File: src/design/lrbc_pkg.sv
`timescale 1ns / 1ps
// ----------------------------------------------------------------------------
// lrbc_pkg
// Shared codes and control types for the link reconnect backoff controller.
// ----------------------------------------------------------------------------
package lrbc_pkg;

  localparam int unsigned MsW     = 31;  // millisecond register width
  localparam int unsigned TimeW   = 32;  // wrapping time and random word width
  localparam int unsigned FactorW = 12;  // Q4.8 growth factor
  localparam int unsigned FracW   = 8;   // Q0.8 jitter fraction
  localparam int unsigned OpW     = 3;
  localparam int unsigned StateW  = 3;
  localparam int unsigned CfgIdxW = 3;
  localparam int unsigned DivCntW = $clog2(TimeW);

  // event codes
  localparam logic [OpW-1:0] OP_TICK       = 3'd0;
  localparam logic [OpW-1:0] OP_ACTIVATE   = 3'd1;
  localparam logic [OpW-1:0] OP_DEACTIVATE = 3'd2;
  localparam logic [OpW-1:0] OP_LINK_LOST  = 3'd3;
  localparam logic [OpW-1:0] OP_ADDR_ACQ   = 3'd4;

  // link state codes
  localparam logic [StateW-1:0] LS_INACTIVE     = 3'd0;
  localparam logic [StateW-1:0] LS_DISCONNECTED = 3'd1;
  localparam logic [StateW-1:0] LS_CONNECTING   = 3'd2;
  localparam logic [StateW-1:0] LS_BACKOFF      = 3'd3;
  localparam logic [StateW-1:0] LS_CONNECTED    = 3'd4;

  // configuration register indexes
  localparam logic [CfgIdxW-1:0] CFG_INIT_BACKOFF   = 3'd0;
  localparam logic [CfgIdxW-1:0] CFG_MAX_BACKOFF    = 3'd1;
  localparam logic [CfgIdxW-1:0] CFG_BACKOFF_FACTOR = 3'd2;
  localparam logic [CfgIdxW-1:0] CFG_JITTER_FRAC    = 3'd3;
  localparam logic [CfgIdxW-1:0] CFG_FAST_TIMEOUT   = 3'd4;
  localparam logic [CfgIdxW-1:0] CFG_NORMAL_TIMEOUT = 3'd5;
  localparam logic [CfgIdxW-1:0] CFG_CACHE_VALID    = 3'd6;

  // reset values of the configuration registers
  localparam logic [MsW-1:0]     RST_INIT_BACKOFF   = 31'd1000;
  localparam logic [MsW-1:0]     RST_MAX_BACKOFF    = 31'd60000;
  localparam logic [FactorW-1:0] RST_BACKOFF_FACTOR = 12'd512;
  localparam logic [FracW-1:0]   RST_JITTER_FRAC    = 8'd64;
  localparam logic [MsW-1:0]     RST_FAST_TIMEOUT   = 31'd4000;
  localparam logic [MsW-1:0]     RST_NORMAL_TIMEOUT = 31'd30000;

  typedef struct packed {
    logic capture;   // latch the accepted item
    logic eval;      // apply the event update
    logic grow;      // multiply backoff by the growth factor, saturate
    logic half;      // compute jitter half-width, arm the divider
    logic div_step;  // one restoring division step
    logic finish;    // apply offset, clamp, enter backoff
    logic publish;   // load the result register
  } lrbc_cmd_t;

  typedef struct packed {
    logic need_grow;  // link lost during a normal attempt
    logic div_last;   // final division step this cycle
  } lrbc_stat_t;

endpackage

File: src/design/link_reconnect_backoff_controller_core.sv
`timescale 1ns / 1ps
// ----------------------------------------------------------------------------
// link_reconnect_backoff_controller_core
// Link reconnect controller with exponential backoff and random spread.
// ----------------------------------------------------------------------------
// Usage:
//   Events enter on the input channel (op, now_ms, random_word) under
//   valid/ready; each item yields exactly one result on the output channel
//   (link_state, start_attempt, fast_attempt, wait_ms, backoff_ms).
//   Configuration is a write-only port (cfg_we_i, cfg_index_i, cfg_data_i);
//   the user writes it only while the block is idle; the block does not enforce this.
//   Steps: most events pass through the event update and then the result
//   load; a link loss during a normal attempt also runs grow, half-width,
//   the 32-step bit-serial modulo that draws the jitter offset, and clamp
//   before the result load.
//   One item at a time; the next item is taken only after the result of
//   the previous one has been loaded into the output register.
//   A result waits in the output register while the receiver stalls; the
//   next item is accepted and worked on meanwhile and holds only at the
//   point where its result would be loaded.
//   Reset puts the link inactive, clears the backoff state and loads the
//   register defaults.
// ----------------------------------------------------------------------------
module link_reconnect_backoff_controller_core (
  input  logic                         clk_i,
  input  logic                         rst_ni,
  input  logic                         in_valid_i,
  output logic                         in_ready_o,
  input  logic [lrbc_pkg::OpW-1:0]     op_i,
  input  logic [lrbc_pkg::TimeW-1:0]   now_ms_i,
  input  logic [lrbc_pkg::TimeW-1:0]   random_word_i,
  output logic                         out_valid_o,
  input  logic                         out_ready_i,
  output logic [lrbc_pkg::StateW-1:0]  link_state_o,
  output logic                         start_attempt_o,
  output logic                         fast_attempt_o,
  output logic [lrbc_pkg::MsW-1:0]     wait_ms_o,
  output logic [lrbc_pkg::MsW-1:0]     backoff_ms_o,
  input  logic                         cfg_we_i,
  input  logic [lrbc_pkg::CfgIdxW-1:0] cfg_index_i,
  input  logic [lrbc_pkg::MsW-1:0]     cfg_data_i
);

  lrbc_pkg::lrbc_cmd_t  cmd;
  lrbc_pkg::lrbc_stat_t stat;

  lrbc_ctrl u_ctrl (
    .clk_i       (clk_i),
    .rst_ni      (rst_ni),
    .in_valid_i  (in_valid_i),
    .in_ready_o  (in_ready_o),
    .out_valid_o (out_valid_o),
    .out_ready_i (out_ready_i),
    .stat_i      (stat),
    .cmd_o       (cmd)
  );

  lrbc_datapath u_datapath (
    .clk_i           (clk_i),
    .rst_ni          (rst_ni),
    .cmd_i           (cmd),
    .stat_o          (stat),
    .cfg_we_i        (cfg_we_i),
    .cfg_index_i     (cfg_index_i),
    .cfg_data_i      (cfg_data_i),
    .op_i            (op_i),
    .now_ms_i        (now_ms_i),
    .random_word_i   (random_word_i),
    .link_state_o    (link_state_o),
    .start_attempt_o (start_attempt_o),
    .fast_attempt_o  (fast_attempt_o),
    .wait_ms_o       (wait_ms_o),
    .backoff_ms_o    (backoff_ms_o)
  );

endmodule

File: src/design/lrbc_datapath.sv
`timescale 1ns / 1ps
// ----------------------------------------------------------------------------
// lrbc_datapath
// Configuration registers, link state, backoff arithmetic with a bit-serial
// modulo unit, and the result register.
// ----------------------------------------------------------------------------
module lrbc_datapath (
  input  logic                         clk_i,
  input  logic                         rst_ni,
  input  lrbc_pkg::lrbc_cmd_t          cmd_i,
  output lrbc_pkg::lrbc_stat_t         stat_o,
  input  logic                         cfg_we_i,
  input  logic [lrbc_pkg::CfgIdxW-1:0] cfg_index_i,
  input  logic [lrbc_pkg::MsW-1:0]     cfg_data_i,
  input  logic [lrbc_pkg::OpW-1:0]     op_i,
  input  logic [lrbc_pkg::TimeW-1:0]   now_ms_i,
  input  logic [lrbc_pkg::TimeW-1:0]   random_word_i,
  output logic [lrbc_pkg::StateW-1:0]  link_state_o,
  output logic                         start_attempt_o,
  output logic                         fast_attempt_o,
  output logic [lrbc_pkg::MsW-1:0]     wait_ms_o,
  output logic [lrbc_pkg::MsW-1:0]     backoff_ms_o
);

  localparam int unsigned MsW   = lrbc_pkg::MsW;
  localparam int unsigned TimeW = lrbc_pkg::TimeW;
  localparam int unsigned FacW  = lrbc_pkg::FactorW;
  localparam int unsigned FrW   = lrbc_pkg::FracW;
  localparam int unsigned SumW  = TimeW + 2;

  // configuration
  logic [MsW-1:0]  init_q, max_q, fast_to_q, norm_to_q;
  logic [FacW-1:0] factor_q;
  logic [FrW-1:0]  frac_q;
  logic            cache_q;

  // link state
  logic [lrbc_pkg::StateW-1:0] mode_q;
  logic                        requested_q, fast_q;
  logic [MsW-1:0]              backoff_q, wait_q;
  logic [TimeW-1:0]            start_q;
  logic                        started_q, fast_start_q;

  // latched item
  logic [lrbc_pkg::OpW-1:0] op_q;
  logic [TimeW-1:0]         now_q, rnd_q;

  // arithmetic
  logic [MsW-1:0]                 half_q;
  logic [TimeW-1:0]               rem_q, dvd_q;
  logic [lrbc_pkg::DivCntW-1:0]   cnt_q;

  logic [MsW+FacW-1:0]   grow_prod;
  logic [MsW+FacW-9:0]   grown;
  logic [MsW+FrW-1:0]    half_prod;
  logic [TimeW-1:0]      span, rem_d;
  logic [TimeW:0]        rem_shift;
  logic [TimeW-1:0]      elapsed;
  logic [MsW-1:0]        limit;
  logic signed [SumW-1:0] total, low_clamped, init_s, max_s;
  logic [MsW-1:0]        wait_new;

  always_ff @(posedge clk_i or negedge rst_ni) begin
    if (!rst_ni) begin
      init_q    <= lrbc_pkg::RST_INIT_BACKOFF;
      max_q     <= lrbc_pkg::RST_MAX_BACKOFF;
      factor_q  <= lrbc_pkg::RST_BACKOFF_FACTOR;
      frac_q    <= lrbc_pkg::RST_JITTER_FRAC;
      fast_to_q <= lrbc_pkg::RST_FAST_TIMEOUT;
      norm_to_q <= lrbc_pkg::RST_NORMAL_TIMEOUT;
      cache_q   <= 1'b0;
    end else if (cfg_we_i) begin
      unique case (cfg_index_i)
        lrbc_pkg::CFG_INIT_BACKOFF:   init_q    <= cfg_data_i;
        lrbc_pkg::CFG_MAX_BACKOFF:    max_q     <= cfg_data_i;
        lrbc_pkg::CFG_BACKOFF_FACTOR: factor_q  <= cfg_data_i[FacW-1:0];
        lrbc_pkg::CFG_JITTER_FRAC:    frac_q    <= cfg_data_i[FrW-1:0];
        lrbc_pkg::CFG_FAST_TIMEOUT:   fast_to_q <= cfg_data_i;
        lrbc_pkg::CFG_NORMAL_TIMEOUT: norm_to_q <= cfg_data_i;
        lrbc_pkg::CFG_CACHE_VALID:    cache_q   <= cfg_data_i[0];
        default: ;
      endcase
    end
  end

  assign elapsed   = now_q - start_q;
  assign limit     = fast_q ? fast_to_q : norm_to_q;
  assign grow_prod = backoff_q * factor_q;
  assign grown     = grow_prod[MsW+FacW-1:8];
  assign half_prod = backoff_q * frac_q;

  // span = 2*half + 1, always nonzero; half of zero gives a zero offset
  assign span      = {half_q, 1'b1};
  assign rem_shift = {rem_q, dvd_q[TimeW-1]};
  assign rem_d     = (rem_shift >= {1'b0, span}) ? TimeW'(rem_shift - {1'b0, span})
                                                 : rem_shift[TimeW-1:0];

  assign init_s = signed'({3'b000, init_q});
  assign max_s  = signed'({3'b000, max_q});
  assign total  = signed'({3'b000, backoff_q}) + signed'({2'b00, rem_q})
                - signed'({3'b000, half_q});
  assign low_clamped = (total < init_s) ? init_s : total;
  assign wait_new    = (low_clamped > max_s) ? max_q : low_clamped[MsW-1:0];

  assign stat_o.need_grow = (op_q == lrbc_pkg::OP_LINK_LOST) &&
                            (mode_q == lrbc_pkg::LS_CONNECTING) && !fast_q;
  assign stat_o.div_last  = (cnt_q == lrbc_pkg::DivCntW'(TimeW - 1));

  always_ff @(posedge clk_i or negedge rst_ni) begin
    if (!rst_ni) begin
      mode_q       <= lrbc_pkg::LS_INACTIVE;
      requested_q  <= 1'b0;
      fast_q       <= 1'b0;
      backoff_q    <= '0;
      wait_q       <= '0;
      start_q      <= '0;
      started_q    <= 1'b0;
      fast_start_q <= 1'b0;
    end else begin
      if (cmd_i.eval) begin
        started_q    <= 1'b0;
        fast_start_q <= 1'b0;
        unique case (op_q)
          lrbc_pkg::OP_TICK: begin
            if (requested_q) begin
              priority if (mode_q == lrbc_pkg::LS_DISCONNECTED) begin
                mode_q       <= lrbc_pkg::LS_CONNECTING;
                start_q      <= now_q;
                started_q    <= 1'b1;
                fast_start_q <= fast_q & cache_q;
              end else if (mode_q == lrbc_pkg::LS_CONNECTING) begin
                if (elapsed > {1'b0, limit}) begin
                  if (fast_q) begin
                    // fall back to a normal attempt
                    fast_q <= 1'b0;
                    mode_q <= lrbc_pkg::LS_DISCONNECTED;
                  end else begin
                    mode_q  <= lrbc_pkg::LS_BACKOFF;
                    start_q <= now_q;
                  end
                end
              end else if (mode_q == lrbc_pkg::LS_BACKOFF) begin
                if (elapsed >= {1'b0, wait_q}) begin
                  fast_q <= 1'b0;
                  mode_q <= lrbc_pkg::LS_DISCONNECTED;
                end
              end else begin
              end
            end
          end
          lrbc_pkg::OP_ACTIVATE: begin
            if (mode_q == lrbc_pkg::LS_INACTIVE) begin
              requested_q <= 1'b1;
              mode_q      <= lrbc_pkg::LS_DISCONNECTED;
              fast_q      <= cache_q;
              backoff_q   <= init_q;
              wait_q      <= init_q;
            end
          end
          lrbc_pkg::OP_DEACTIVATE: begin
            requested_q <= 1'b0;
            mode_q      <= lrbc_pkg::LS_INACTIVE;
          end
          lrbc_pkg::OP_LINK_LOST: begin
            // normal attempt loss goes through the grow sequence instead
            priority if (mode_q == lrbc_pkg::LS_CONNECTING) begin
              if (fast_q) begin
                fast_q <= 1'b0;
                mode_q <= lrbc_pkg::LS_DISCONNECTED;
              end
            end else if (mode_q == lrbc_pkg::LS_DISCONNECTED ||
                         mode_q == lrbc_pkg::LS_CONNECTED) begin
              mode_q <= lrbc_pkg::LS_DISCONNECTED;
            end else begin
            end
          end
          lrbc_pkg::OP_ADDR_ACQ: begin
            if (mode_q != lrbc_pkg::LS_INACTIVE) begin
              mode_q    <= lrbc_pkg::LS_CONNECTED;
              backoff_q <= init_q;
            end
          end
          default: ;
        endcase
      end
      if (cmd_i.grow) begin
        backoff_q <= (grown > {4'b0000, max_q}) ? max_q : grown[MsW-1:0];
      end
      if (cmd_i.finish) begin
        wait_q  <= wait_new;
        mode_q  <= lrbc_pkg::LS_BACKOFF;
        start_q <= now_q;
      end
    end
  end

  // item latch, modulo unit and result register carry no reset
  always_ff @(posedge clk_i) begin
    if (cmd_i.capture) begin
      op_q  <= op_i;
      now_q <= now_ms_i;
      rnd_q <= random_word_i;
    end
    if (cmd_i.half) begin
      half_q <= half_prod[MsW+FrW-1:8];
      rem_q  <= '0;
      dvd_q  <= rnd_q;
      cnt_q  <= '0;
    end
    if (cmd_i.div_step) begin
      rem_q <= rem_d;
      dvd_q <= {dvd_q[TimeW-2:0], 1'b0};
      cnt_q <= cnt_q + 1'b1;
    end
    if (cmd_i.publish) begin
      link_state_o    <= mode_q;
      start_attempt_o <= started_q;
      fast_attempt_o  <= fast_start_q;
      wait_ms_o       <= wait_q;
      backoff_ms_o    <= backoff_q;
    end
  end

endmodule

File: src/design/lrbc_ctrl.sv
`timescale 1ns / 1ps
// ----------------------------------------------------------------------------
// lrbc_ctrl
// Sequencer: item handshake, event update, grow/draw sequence and the
// result valid flag.
// ----------------------------------------------------------------------------
module lrbc_ctrl (
  input  logic                 clk_i,
  input  logic                 rst_ni,
  input  logic                 in_valid_i,
  output logic                 in_ready_o,
  output logic                 out_valid_o,
  input  logic                 out_ready_i,
  input  lrbc_pkg::lrbc_stat_t stat_i,
  output lrbc_pkg::lrbc_cmd_t  cmd_o
);

  typedef enum logic [2:0] {
    S_IDLE,
    S_EVAL,
    S_GROW,
    S_HALF,
    S_DIV,
    S_FINISH,
    S_PUB
  } state_e;

  state_e state_q;
  logic   out_valid_q;
  logic   pub_ok;

  assign pub_ok = !out_valid_q || out_ready_i;

  always_comb begin
    cmd_o          = '0;
    cmd_o.capture  = (state_q == S_IDLE) && in_valid_i;
    cmd_o.eval     = (state_q == S_EVAL);
    cmd_o.grow     = (state_q == S_GROW);
    cmd_o.half     = (state_q == S_HALF);
    cmd_o.div_step = (state_q == S_DIV);
    cmd_o.finish   = (state_q == S_FINISH);
    cmd_o.publish  = (state_q == S_PUB) && pub_ok;
  end

  assign in_ready_o  = (state_q == S_IDLE);
  assign out_valid_o = out_valid_q;

  always_ff @(posedge clk_i or negedge rst_ni) begin
    if (!rst_ni) begin
      state_q     <= S_IDLE;
      out_valid_q <= 1'b0;
    end else begin
      // drop the result once taken; a new publish refills it
      if (cmd_o.publish) begin
        out_valid_q <= 1'b1;
      end else if (out_ready_i) begin
        out_valid_q <= 1'b0;
      end
      unique case (state_q)
        S_IDLE:   if (in_valid_i) state_q <= S_EVAL;
        S_EVAL:   state_q <= stat_i.need_grow ? S_GROW : S_PUB;
        S_GROW:   state_q <= S_HALF;
        S_HALF:   state_q <= S_DIV;
        S_DIV:    if (stat_i.div_last) state_q <= S_FINISH;
        S_FINISH: state_q <= S_PUB;
        S_PUB:    if (pub_ok) state_q <= S_IDLE;
        default:  state_q <= S_IDLE;
      endcase
    end
  end

endmodule

File: config.mk
export PLATFORM = sky130hd
export DESIGN_NAME = link_reconnect_backoff_controller_core
export DESIGN_NICKNAME = d
export VERILOG_FILES = /design/src/design/lrbc_pkg.sv /design/src/design/link_reconnect_backoff_controller_core.sv /design/src/design/lrbc_datapath.sv /design/src/design/lrbc_ctrl.sv
export SDC_FILE = /design/constraint.sdc
export NUM_CORES = 2
export LEC_CHECK = 0
export ABC_AREA = 1
export BUFFER_PORTS_ARGS = -buffer_cell sky130_fd_sc_hd__buf_4
export CORE_ASPECT_RATIO = 1.2
export CORE_MARGIN = 2
export CORE_UTILIZATION = 25
export CTS_CLUSTER_DIAMETER = 120
export DETAILED_ROUTE_END_ITERATION = 12
export GPL_TIMING_DRIVEN = 0
export PLACE_DENSITY = 0.44
export SKIP_LAST_GASP = 1
export SLEW_MARGIN = 10
export SYNTH_ARGS = -nofsm -noshare
export SYNTH_HDL_FRONTEND = slang
export SYNTH_SLANG_ARGS = --single-unit
File: constraint.sdc
create_clock -name clk_i -period 7.1 [get_ports clk_i]
set_clock_uncertainty 0.05 [all_clocks]
set_input_delay 1.42 -clock clk_i [delete_from_list [all_inputs] [get_ports clk_i]]
set_output_delay 1.42 -clock clk_i [all_outputs]
set_load 0.1 [all_outputs]
==> metrics.yaml <==
status: "complete, but fails checks"
violations: "setup timing"
die_area_um2: 201000
grt_max_degree: 102
period_share: 1.12
antenna_found_initial: 16
dp_cells: 8891
worst_slack_ns: -0.874
cp-end-kind: "flip-flop"
critical_path_class: "reg -> reg"
crit_path_start_kind: "flip-flop"
cts_max_level: 3
yosysWarnings: 0
yosysUniqueCellTypes: 69
setup_viol: 62
hold_buffers: 0
maxSlewHeadroom: 0.216
dr.pass1.iters: 8
ant_nets: 0
cts_buffers: 67
fillers: 20900
worst_slew_pin_slew_ns: 1.17
hold_class: "reg -> reg"
first_iter_violations: 2730
cts_max_path_buffers: 3
synth_fp_nets: 7077
wl_met3_um: 8420
hold_slack_ns: 0.396
setup_tns_ns: -41.83
portBuffers: 174
cp_data_arrival_time_ns: 8.55
root_buffer: "clkbuf_16"
final_cells: 9184
drive_above_1_share: 0.181
grt_pass1_wl_um: 284000
grt_pass1_vias: 44100
maxSlewViolCount: 0
cts.clk_slew.worst_paths_ns: 0.06
synth_cells: 6090
drcViolationCount: 0
crit_fanout: 8
track_usage: 0.189
globalplace.congestion: 0.920
synthArstFlopShare: 0.517
seq_area_frac_synth: 0.270
period_needed_ns: 7.97
crit_required_ns: 7.68
cp_slowest_cell: "dfrtp_4"
hold_viol: 0
top_layer: "met5"
clock_latency_ns: 0.72
dpl.hpwl_um: 154000
viasPerCell: 4.63
synthFlopType: "edfxtp_1"
fmax_ghz: 0.125
dieHeight_um: 490
avgSynthCellArea_um2: 8.09
rsz0062_at_grt: "true"
synth-edff-count: 233
row_count: 178
cts_tree: "done"
fp.dieW_um: 409
fp.coreArea_um2: 196000
ios: 175
final_nets: 7504
slowest_delay_ns: 0.52
overflow: 0
crit_top_cell: "nand2_1"
wl_met2_um: 93800
ys_ff_latch: 484
wl_per_cell_um: 21.0
place_worst_setup_slack_ns: -4.07
syn_area_um2: 49300
initial_core_util: 0.251
wl_met1_um: 81800
syn2layout_area_growth_pct: 25.1
routed_wl_um: 192000
via_count: 42500
max_cap_violations: 0
cts_sinks: 484
-- final timing paths --
path                       slack, ns                                   to                           startpoint  cells past startpoint
setup / recovery               -0.87    u_datapath.wait_q[10]$_DFFE_PN0P_  u_datapath.backoff_q[1]$_DFFE_PN0P_                     51
hold / removal                  0.40    u_datapath.wait_ms_o[4]$_DFFE_PP_     u_datapath.wait_q[4]$_DFFE_PN0P_                      0
setup reg to reg               -0.87    u_datapath.wait_q[10]$_DFFE_PN0P_  u_datapath.backoff_q[1]$_DFFE_PN0P_                     51
hold reg to reg                 0.40    u_datapath.wait_ms_o[4]$_DFFE_PP_     u_datapath.wait_q[4]$_DFFE_PN0P_                      0
max in group asynchronous       4.90  u_datapath.backoff_q[7]$_DFFE_PN0P_                               rst_ni                      3
min in group asynchronous       0.66   u_datapath.start_q[17]$_DFFE_PN0P_                               rst_ni                      1
-- flip-flops by register name (all words and copies together), names as in the netlist, 5 cells and up --
| register | cells |
|---|---|
| u_datapath.dvd_q | 32 |
| u_datapath.now_q | 32 |
| u_datapath.rem_q | 32 |
| u_datapath.rnd_q | 32 |
| u_datapath.start_q | 32 |
| u_datapath.backoff_ms_o | 31 |
| u_datapath.backoff_q | 31 |
| u_datapath.fast_to_q | 31 |
| u_datapath.half_q | 31 |
| u_datapath.init_q | 31 |
| u_datapath.max_q | 31 |
| u_datapath.norm_to_q | 31 |
| u_datapath.wait_ms_o | 31 |
| u_datapath.wait_q | 31 |
| u_datapath.factor_q | 12 |
| u_datapath.frac_q | 8 |
| u_datapath.cnt_q | 5 |
-- logic make-up (layout without fill, tap and decap cells) --
family                     after synthesis  in the layout  share of synthesized area
xor gates and xnor gates               169            169                     0.0304
muxes                                   31             31                    0.00633
adders and majority gates              881            881                      0.295
AOI/OAI and AO/OA                     1025           1025                      0.116
other                                    0              2                          0
buffers and inverters                 1388           1870                      0.109
DFF                                    484            484                      0.270
and+or+nand+nor                       2112           2112                      0.174
-- metal layers --
metal / global-route usage / up-vias
met2: 0.330 / 982
met5: 0 / -
li1: - / 20200
met3: 0.0270 / 285
met1: 0.235 / 21100
met4: 0.0683 / 4
-- area by class of cell --
class                      instances  area, um^2  share of cell area
buffer                           223        1750              0.0284
timing repair buffer             361        3180              0.0516
tap                             2610        3270              0.0530
antenna                            2        5.00           0.0000812
clock buffer                      89        1930              0.0314
multi-input combinational       4218       33300               0.540
inverter                        1162        4370              0.0709
sequential                       484       13400               0.218
clock inverter                    35         444             0.00721
-- stage by stage --
| step | instance area (um^2) | utilization |
|---|---|---|
| 6_report | 61600 | 0.315 |
| 5_1_grt | 61600 | 0.314 |
| 4_1_cts | 60100 | 0.307 |
| 3_5_place_dp | 54200 | 0.276 |
| 3_3_place_gp | 53800 | 0.275 |
| 2_1_floorplan | 49300 | - |
-- Yosys cell counts, types with 4 or more instances --
cell,instances,area [um^2]
nand2_1,1472,5530
inv_1,1155,4340
fa_1,466,9330
a21oi_1,456,2280
ha_1,415,5190
o21ai_0,328,1640
nor2_1,289,1080
edfxtp_1,233,7000
dfrtp_1,222,5560
nand3_1,212,1060
clkbuf_1,190,713
xor2_1,98,858
xnor2_1,69,604
nor3_1,50,250
o21ai_1,42,210
a22o_1,30,263
mux2i_1,30,300
nand4_1,30,188
a31oi_1,28,175
dfstp_2,28,736
a21o_1,22,165
a211oi_1,21,158
o21a_1,20,150
buf_6,14,158
nand2_2,14,87.6
buf_2,13,65.1
nor4_1,12,75.1
o21bai_1,12,90.1
o211ai_1,11,82.6
or2_2,9,56.3
a21boi_0,7,52.6
a221oi_1,6,52.6
buf_4,6,45.0
o31ai_1,6,45.0
a21oi_2,5,43.8
a31o_2,4,35.0
and3_1,4,25.0
inv_2,4,15.0
-- timing repair --
action,in CTS,in global routing
gates resized for setup,681,269
setup buffers,115,48
pin swaps,169,143
gates cloned,8,1
endpoints found under the setup margin,63,62
-- layout by cell type, fill, tap and decap left out, types with 36 or more instances in the layout --
master / instances
nand2_1: 1383
inv_1: 1139
fa_1: 446
ha_1: 360
a21oi_1: 355
buf_4: 319
o21ai_0: 280
nor2_1: 266
edfxtp_1: 233
dfrtp_1: 189
nand3_1: 151
clkbuf_1: 109
a21oi_2: 90
clkbuf_16: 87
nand2_2: 85
xor2_1: 77
nand3_2: 61
xnor2_1: 60
o21ai_1: 41
nor3_1: 39
ha_4: 38
clkbuf_8: 37
o21ai_2: 36
-- critical path, delay by kind of cell, from the launching register on --
kind | cells | cell delay [ns]
xor+xnor | 2 | 0.38
flops | 1 | 0.52
compound gates | 13 | 2.05
buf+inv | 9 | 1.20
fa+ha+maj | 5 | 1.63
simple gates | 22 | 2.03
Power is not shown: default switching activity piles up to over one toggle a cycle in this logic, so the estimate is an artifact.
